===== src/sv/fss_pkg.sv =====
// Shared types and action codes for the frequency selection sampler.
`default_nettype none

package fss_pkg;

  typedef enum logic [1:0] {
    ACT_START = 2'd0,
    ACT_EVENT = 2'd1,
    ACT_CLOSE = 2'd2
  } action_e;

  typedef struct packed {
    logic    valid;
    action_e action;
    logic    eoe;
    logic    rem_nz;
  } ctl_t;

endpackage

`default_nettype wire


===== src/sv/fss_front.sv =====
// Input stage: remaining-event counter and the input register.
`default_nettype none

module fss_front #(
  parameter int COUNT_BITS    = 48,
  parameter int FRACTION_BITS = 32
) (
  input  wire logic                     clk_i,
  input  wire logic                     rst_ni,
  input  wire logic                     advance_i,
  input  wire logic                     in_valid_i,
  input  wire logic [1:0]               action_i,
  input  wire logic [COUNT_BITS-1:0]    run_total_i,
  input  wire logic [COUNT_BITS-1:0]    run_target_i,
  input  wire logic [FRACTION_BITS-1:0] random_fraction_i,
  input  wire logic                     end_of_entry_i,
  output fss_pkg::ctl_t                 ctl_o,
  output logic [COUNT_BITS-1:0]         rem_o,
  output logic [FRACTION_BITS-1:0]      frac_o,
  output logic [COUNT_BITS-1:0]         target_o
);

  logic [COUNT_BITS-1:0]    remaining_q, remaining_d;
  fss_pkg::ctl_t            ctl_q, ctl_d;
  fss_pkg::action_e         act;
  logic                     accept;
  logic [COUNT_BITS-1:0]    rem_q;
  logic [FRACTION_BITS-1:0] frac_q;
  logic [COUNT_BITS-1:0]    target_q;

  assign act    = fss_pkg::action_e'(action_i);
  assign accept = in_valid_i && advance_i;

  always_comb begin
    remaining_d = remaining_q;
    if (accept) begin
      if (act == fss_pkg::ACT_START) begin
        remaining_d = run_total_i;
      end else if (act == fss_pkg::ACT_EVENT && remaining_q != '0) begin
        remaining_d = remaining_q - COUNT_BITS'(1);
      end
    end
    ctl_d.valid  = in_valid_i;
    ctl_d.action = act;
    ctl_d.eoe    = end_of_entry_i;
    ctl_d.rem_nz = remaining_q != '0;
  end

  always_ff @(posedge clk_i or negedge rst_ni) begin
    if (!rst_ni) begin
      remaining_q <= '0;
      ctl_q       <= '0;
    end else begin
      remaining_q <= remaining_d;
      if (advance_i) begin
        ctl_q <= ctl_d;
      end
    end
  end

  always_ff @(posedge clk_i) begin
    if (accept) begin
      rem_q    <= remaining_q;
      frac_q   <= random_fraction_i;
      target_q <= run_target_i;
    end
  end

  assign ctl_o    = ctl_q;
  assign rem_o    = rem_q;
  assign frac_o   = frac_q;
  assign target_o = target_q;

endmodule

`default_nettype wire


===== src/sv/fss_mul.sv =====
// Two-stage multiplier: split partial products, then the summed product's integer part.
`default_nettype none

module fss_mul #(
  parameter int COUNT_BITS    = 48,
  parameter int FRACTION_BITS = 32
) (
  input  wire logic                     clk_i,
  input  wire logic                     rst_ni,
  input  wire logic                     advance_i,
  input  wire fss_pkg::ctl_t            ctl_i,
  input  wire logic [COUNT_BITS-1:0]    rem_i,
  input  wire logic [FRACTION_BITS-1:0] frac_i,
  input  wire logic [COUNT_BITS-1:0]    target_i,
  output fss_pkg::ctl_t                 ctl_o,
  output logic [COUNT_BITS-1:0]         prod_o,
  output logic [COUNT_BITS-1:0]         target_o
);

  localparam int LoBits = (COUNT_BITS + 1) / 2;
  localparam int HiBits = COUNT_BITS - LoBits;
  localparam int PBits  = COUNT_BITS + FRACTION_BITS;

  fss_pkg::ctl_t                ctl_b_q, ctl_c_q;
  logic [LoBits+FRACTION_BITS-1:0] pp_lo_q;
  logic [HiBits+FRACTION_BITS-1:0] pp_hi_q;
  logic [COUNT_BITS-1:0]        target_b_q, target_c_q;
  logic [COUNT_BITS-1:0]        prod_q;
  logic [PBits-1:0]             sum;

  assign sum = PBits'(pp_lo_q) + (PBits'(pp_hi_q) << LoBits);

  always_ff @(posedge clk_i or negedge rst_ni) begin
    if (!rst_ni) begin
      ctl_b_q <= '0;
      ctl_c_q <= '0;
    end else if (advance_i) begin
      ctl_b_q <= ctl_i;
      ctl_c_q <= ctl_b_q;
    end
  end

  always_ff @(posedge clk_i) begin
    if (advance_i) begin
      pp_lo_q    <= (LoBits+FRACTION_BITS)'(rem_i[LoBits-1:0]) *
                    (LoBits+FRACTION_BITS)'(frac_i);
      pp_hi_q    <= (HiBits+FRACTION_BITS)'(rem_i[COUNT_BITS-1:LoBits]) *
                    (HiBits+FRACTION_BITS)'(frac_i);
      target_b_q <= target_i;
      prod_q     <= sum[PBits-1:FRACTION_BITS];
      target_c_q <= target_b_q;
    end
  end

  assign ctl_o    = ctl_c_q;
  assign prod_o   = prod_q;
  assign target_o = target_c_q;

endmodule

`default_nettype wire


===== src/sv/fss_update.sv =====
// Keep decision, selection and entry counters, and the result register.
`default_nettype none

module fss_update #(
  parameter int COUNT_BITS = 48,
  parameter int ENTRY_BITS = 32
) (
  input  wire logic                  clk_i,
  input  wire logic                  rst_ni,
  input  wire logic                  advance_i,
  input  wire fss_pkg::ctl_t         ctl_i,
  input  wire logic [COUNT_BITS-1:0] prod_i,
  input  wire logic [COUNT_BITS-1:0] target_i,
  output logic                       out_valid_o,
  output logic [ENTRY_BITS-1:0]      entry_count_o,
  output logic                       run_complete_o
);

  logic [COUNT_BITS-1:0] needed_q, needed_d;
  logic [ENTRY_BITS-1:0] kept_q, kept_d, count_d;
  logic [ENTRY_BITS-1:0] count_q;
  logic                  out_valid_q, emit, keep, complete_q;

  assign keep = ctl_i.rem_nz && (prod_i < needed_q);

  always_comb begin
    needed_d = needed_q;
    kept_d   = kept_q;
    emit     = 1'b0;
    if (ctl_i.valid) begin
      unique case (ctl_i.action)
        fss_pkg::ACT_START: begin
          needed_d = target_i;
          kept_d   = '0;
        end
        fss_pkg::ACT_EVENT: begin
          if (keep) begin
            needed_d = needed_q - COUNT_BITS'(1);
            if (kept_q != '1) begin
              kept_d = kept_q + ENTRY_BITS'(1);
            end
          end
          emit = ctl_i.eoe;
        end
        fss_pkg::ACT_CLOSE: emit = 1'b1;
        default: ;
      endcase
    end
    count_d = kept_d;
    if (emit) begin
      kept_d = '0;
    end
  end

  always_ff @(posedge clk_i or negedge rst_ni) begin
    if (!rst_ni) begin
      needed_q    <= '0;
      kept_q      <= '0;
      out_valid_q <= 1'b0;
    end else if (advance_i) begin
      needed_q    <= needed_d;
      kept_q      <= kept_d;
      out_valid_q <= emit;
    end
  end

  always_ff @(posedge clk_i) begin
    if (advance_i && emit) begin
      count_q    <= count_d;
      complete_q <= needed_d == '0;
    end
  end

  assign out_valid_o    = out_valid_q;
  assign entry_count_o  = count_q;
  assign run_complete_o = complete_q;

endmodule

`default_nettype wire


===== src/sv/frequency_selection_sampler.sv =====
// Top level of the frequency selection sampler (selection sampling, Algorithm S).
//
//   channel | signals                         | direction
//   in      | in_valid_i / in_ready_o, fields | host -> block
//   out     | out_valid_o / out_ready_i       | block -> host
//
// One transaction per cycle while the output is not stalled.
// The chain is: input register, partial products, product sum, keep/update.
// A stall on the output freezes all stages together; in_ready_o follows it.
// Reset clears the counters: needed is zero, so a result emitted before any start reports run_complete as 1.
`default_nettype none

module frequency_selection_sampler #(
  parameter int COUNT_BITS    = 48,
  parameter int FRACTION_BITS = 32,
  parameter int ENTRY_BITS    = 32
) (
  input  wire logic                     clk_i,
  input  wire logic                     rst_ni,
  input  wire logic                     in_valid_i,
  output logic                          in_ready_o,
  input  wire logic [1:0]               action_i,
  input  wire logic [COUNT_BITS-1:0]    run_total_i,
  input  wire logic [COUNT_BITS-1:0]    run_target_i,
  input  wire logic [FRACTION_BITS-1:0] random_fraction_i,
  input  wire logic                     end_of_entry_i,
  output logic                          out_valid_o,
  input  wire logic                     out_ready_i,
  output logic [ENTRY_BITS-1:0]         entry_count_o,
  output logic                          run_complete_o
);

  logic                     advance;
  fss_pkg::ctl_t            ctl_a, ctl_c;
  logic [COUNT_BITS-1:0]    rem_a, target_a, target_c, prod_c;
  logic [FRACTION_BITS-1:0] frac_a;

  assign advance    = !out_valid_o || out_ready_i;
  assign in_ready_o = advance;

  fss_front #(
    .COUNT_BITS   (COUNT_BITS),
    .FRACTION_BITS(FRACTION_BITS)
  ) u_front (
    .clk_i            (clk_i),
    .rst_ni           (rst_ni),
    .advance_i        (advance),
    .in_valid_i       (in_valid_i),
    .action_i         (action_i),
    .run_total_i      (run_total_i),
    .run_target_i     (run_target_i),
    .random_fraction_i(random_fraction_i),
    .end_of_entry_i   (end_of_entry_i),
    .ctl_o            (ctl_a),
    .rem_o            (rem_a),
    .frac_o           (frac_a),
    .target_o         (target_a)
  );

  fss_mul #(
    .COUNT_BITS   (COUNT_BITS),
    .FRACTION_BITS(FRACTION_BITS)
  ) u_mul (
    .clk_i    (clk_i),
    .rst_ni   (rst_ni),
    .advance_i(advance),
    .ctl_i    (ctl_a),
    .rem_i    (rem_a),
    .frac_i   (frac_a),
    .target_i (target_a),
    .ctl_o    (ctl_c),
    .prod_o   (prod_c),
    .target_o (target_c)
  );

  fss_update #(
    .COUNT_BITS(COUNT_BITS),
    .ENTRY_BITS(ENTRY_BITS)
  ) u_update (
    .clk_i         (clk_i),
    .rst_ni        (rst_ni),
    .advance_i     (advance),
    .ctl_i         (ctl_c),
    .prod_i        (prod_c),
    .target_i      (target_c),
    .out_valid_o   (out_valid_o),
    .entry_count_o (entry_count_o),
    .run_complete_o(run_complete_o)
  );

endmodule

`default_nettype wire


===== config.mk =====
export PLATFORM = sky130hd
export DESIGN_NAME = frequency_selection_sampler
export DESIGN_NICKNAME = d
export VERILOG_FILES = /design/src/sv/fss_pkg.sv /design/src/sv/fss_front.sv /design/src/sv/fss_mul.sv /design/src/sv/fss_update.sv /design/src/sv/frequency_selection_sampler.sv
export SDC_FILE = /design/constraint.sdc
export NUM_CORES = 2
export LEC_CHECK = 0
export ABC_AREA = 1
export BUFFER_PORTS_ARGS = -buffer_cell sky130_fd_sc_hd__buf_2
export CAP_MARGIN = 20
export CORE_ASPECT_RATIO = 0.8
export CORE_UTILIZATION = 35
export DETAILED_ROUTE_END_ITERATION = 10
export PLACE_DENSITY = 0.51
export SETUP_SLACK_MARGIN = 0.3
export SLEW_MARGIN = 0
export SYNTH_ARGS = -nofsm -noshare
export SYNTH_HDL_FRONTEND = slang
export SYNTH_SLANG_ARGS = --single-unit

===== constraint.sdc =====
create_clock -name clk_i -period 11.9 [get_ports clk_i]
set_input_delay 1.785 -clock clk_i [delete_from_list [all_inputs] [get_ports clk_i]]
set_output_delay 1.785 -clock clk_i [all_outputs]
set_load 0.05 [all_outputs]

==> reports/results.tsv <==
metric	value	unit
status	finished, final reports clean	
layout cell share with drive strength beyond 1	5.20	%
hold slack	0.389	ns
final core occ	38.2	%
clk_lat worst skew	0.71	ns
CTS tree	done	
CP Class	flop to flop	
RSZ-0062 raised after global routing	no	
Hold-fix buffers, CTS	0	
Slew Limit Fails	0	
IO Port Bufs	169	
relative slew slack	30.4	%
antenna violations before repair	5	
hold depth	0	
register area share after synthesis	20.0	%
first-pass GRT wire length	378000	um
final WL	239000	um
most frequent cells in the layout	inv_1 (2,644), nand2_1 (2,258), fa_1 (1,315), nor2_1 (444), ha_1 (443)	
Finished Layout Cells	12300	
EDFF count, synth	393	
max_cap viols	0	
skew final	0.0574	ns
FFs w/ async S/R, synth	26.8	%
CP Launch Type	flop	
Die X	526	um
worst min-delay path class	flop to flop	
remaining global-route overflow	0	
Crit path required time	12.37	ns
f_max	116	MHz
CTS root buf	clkbuf_16	
H-tree levels	3	
Syn-to-layout area delta	8.32	%
Fin. Hold Viols	0	
r2r setup slk	3.31	ns
crit end category	flop	
GRT Total Usage	22.1	%
Mean Syn Cell Area	8.20	um^2
post-synth top area cell	fa_1	
R2R Path End	u_mul.pp_hi_q[35]	
Final Cycle Share	72.2	%
Setup TNS	0	ns
# clock sinks	537	
vias in the first global route	63000	
die area	0.222	mm^2
Post-synth top flop	edfxtp_1	
RD Place Congestion	0.923	
Residual DRC	0	
WL per Instance	19.5	um
R2R Path Start	u_front.frac_o[8]	
Clock transition at path regs	0.06	ns
IO Pins	170	
Synth cell types	64	
Antenna Violating Nets Remaining	0	
commonest non-fill, non-tap cell in the layout	inv_1	
CTS Buffer Depth	3	
Max FO, Critical Path	35	
# Post-CTS Setup Buffers	0	
Synth Register Bits	537	
yosys warns	0	
mapped cell area	0.0769	mm^2
HPWL after DPL	182000	um
DRT iter0 DRCs	5152	
Die Y-Extent	421	um
Slew @ Worst Pin	1.03	ns
TritonRoute pass-1 iters	5	
post-cts gate resize count	0	
setup violators final	0	
vias per cell	4.90	
Nets	11200	
pin count of the biggest net entering global routing	98	
Area contributors post-synth	fa_1 (34%), edfxtp_1 (15%), inv_1 (13%), nand2_1 (11%), ha_1 (7.2%)	
Core Region	0.218	mm^2
Endpoint, Worst Hold	u_mul.target_o[24]	
top-area cell type share of the netlist area	34.2	%
Rows	153	
worst-case reg-to-reg path depth	25	
area occupied by multi-input gates	0.0500	mm^2
placed insts	12100	
min-delay src	u_mul.target_b_q[24]	
Inserted Clock Buffers	69	
Starting Density	35.3	%
post-layout minimum cycle time	8.59	ns
synthesized netlist cell count	9370	
DR vias	60200	
Syn Nets	11300	
FF+latch area	0.0154	mm^2
CP arrival	9.05	ns
FILL cells	22400	
==> critical path, stage by stage, from the launching register on <==
cell	delay, ns
edfxtp_1	0.81
buf_4	0.68
nand2_1	0.14
fa_1	0.51
inv_1	0.05
fa_1	0.48
inv_1	0.06
fa_1	0.54
inv_1	0.05
ha_1	0.20
fa_1	0.47
fa_1	0.54
inv_1	0.05
fa_1	0.47
inv_1	0.04
ha_1	0.33
nand2_1	0.19
nor2_1	0.15
inv_1	0.04
o21ai_0	0.76
a21boi_0	0.33
o21ai_0	0.75
nand2_1	0.10
nand2_1	0.16
a21oi_1	0.12
xnor2_1	0.29
==> state kept, by name, summed over array words and instances, names as in the netlist <==
| name | count |
|---|---|
| u_front.ctl_o | 5 |
| u_front.frac_o | 32 |
| u_front.rem_o | 48 |
| u_front.remaining_q | 48 |
| u_front.target_o | 48 |
| u_mul.ctl_b_q | 5 |
| u_mul.ctl_o | 5 |
| u_mul.pp_hi_q | 56 |
| u_mul.pp_lo_q | 32 |
| u_mul.prod_o | 48 |
| u_mul.target_b_q | 48 |
| u_mul.target_o | 48 |
| u_update.entry_count_o | 32 |
| u_update.kept_q | 32 |
| u_update.needed_q | 48 |
| u_update.out_valid_o | 1 |
| u_update.run_complete_o | 1 |
==> worst max-delay path by stage <==
stage / cells after the start / start / to
after floorplan: 4 / out_ready_i / in_ready_o
after global placement: 25 / u_front.frac_o[8] / u_mul.pp_hi_q[35]
after detailed placement: 25 / u_front.frac_o[8] / u_mul.pp_hi_q[35]
after CTS: 25 / u_front.frac_o[8] / u_mul.pp_hi_q[35]
after global routing: 25 / u_front.frac_o[8] / u_mul.pp_hi_q[35]
final: 25 / u_front.frac_o[8] / u_mul.pp_hi_q[35]
==> routing by layer <==
| layer | vias to the layer above | routed length, um | GRT usage, % |
|---|---|---|---|
| met3 | 265 | 17600 | 3.38 |
| met1 | 30300 | 115000 | 33.4 |
| met2 | 2137 | 102000 | 33.3 |
| li1 | 27400 | - | - |
| met5 | - | 23 | 0 |
| met4 | 4 | 4620 | 4.29 |
==> Yosys cell counts, types with 4 or more instances <==
| cell type | instances |
|---|---|
| dfrtp_1 | 144 |
| a21oi_1 | 235 |
| a221oi_1 | 4 |
| nand4_1 | 59 |
| a22o_1 | 7 |
| clkbuf_1 | 305 |
| nor4_1 | 27 |
| inv_2 | 15 |
| xor2_1 | 88 |
| a31oi_1 | 71 |
| o31ai_1 | 10 |
| nor3_1 | 64 |
| a21o_1 | 8 |
| fa_1 | 1315 |
| nor2_1 | 447 |
| o21ai_0 | 258 |
| o21a_1 | 25 |
| a21boi_0 | 9 |
| buf_2 | 9 |
| nor3_2 | 5 |
| nor2_2 | 13 |
| buf_1 | 61 |
| o21bai_1 | 10 |
| nand3_1 | 246 |
| ha_1 | 444 |
| nand3_2 | 9 |
| o211ai_1 | 14 |
| o21ai_1 | 25 |
| or2_2 | 5 |
| buf_6 | 5 |
| edfxtp_1 | 393 |
| o22ai_1 | 12 |
| inv_1 | 2648 |
| xnor2_1 | 55 |
| nand2_2 | 7 |
| nor2_4 | 8 |
| nand2_1 | 2258 |
| o221ai_1 | 7 |
==> through the flow <==
step	area [um^2]	worst slack, ns
6_report	83300	3.31
3_5_place_dp	80700	3.62
4_1_cts	83200	3.54
2_1_floorplan	76900	1.06
5_1_grt	83300	3.12
3_3_place_gp	80700	3.53
==> final cells by class <==
cell class / instances / share of cell area [%]
Tap cell: 2867 / 4.31
Inverter: 2666 / 12.0
Antenna cell: 1 / 0.00301
Clock inverter: 49 / 0.786
Timing Repair Buffer: 286 / 2.13
Multi-Input combinational cell: 5787 / 60.1
Clock buffer: 78 / 2.18
Sequential cell: 537 / 18.5
==> cells by family after synthesis <==
| family | synth area share (%) |
|---|---|
| compound gates | 5.26 |
| xor+xnor | 1.63 |
| fa+ha+maj | 41.5 |
| buf+inv | 14.9 |
| flops | 20.0 |
| mux | 0.0130 |
| simple gates | 16.7 |
Power is left out: the tool's default activity adds up to more than one toggle a clock period on the data nets, which glitch-free logic cannot reach.
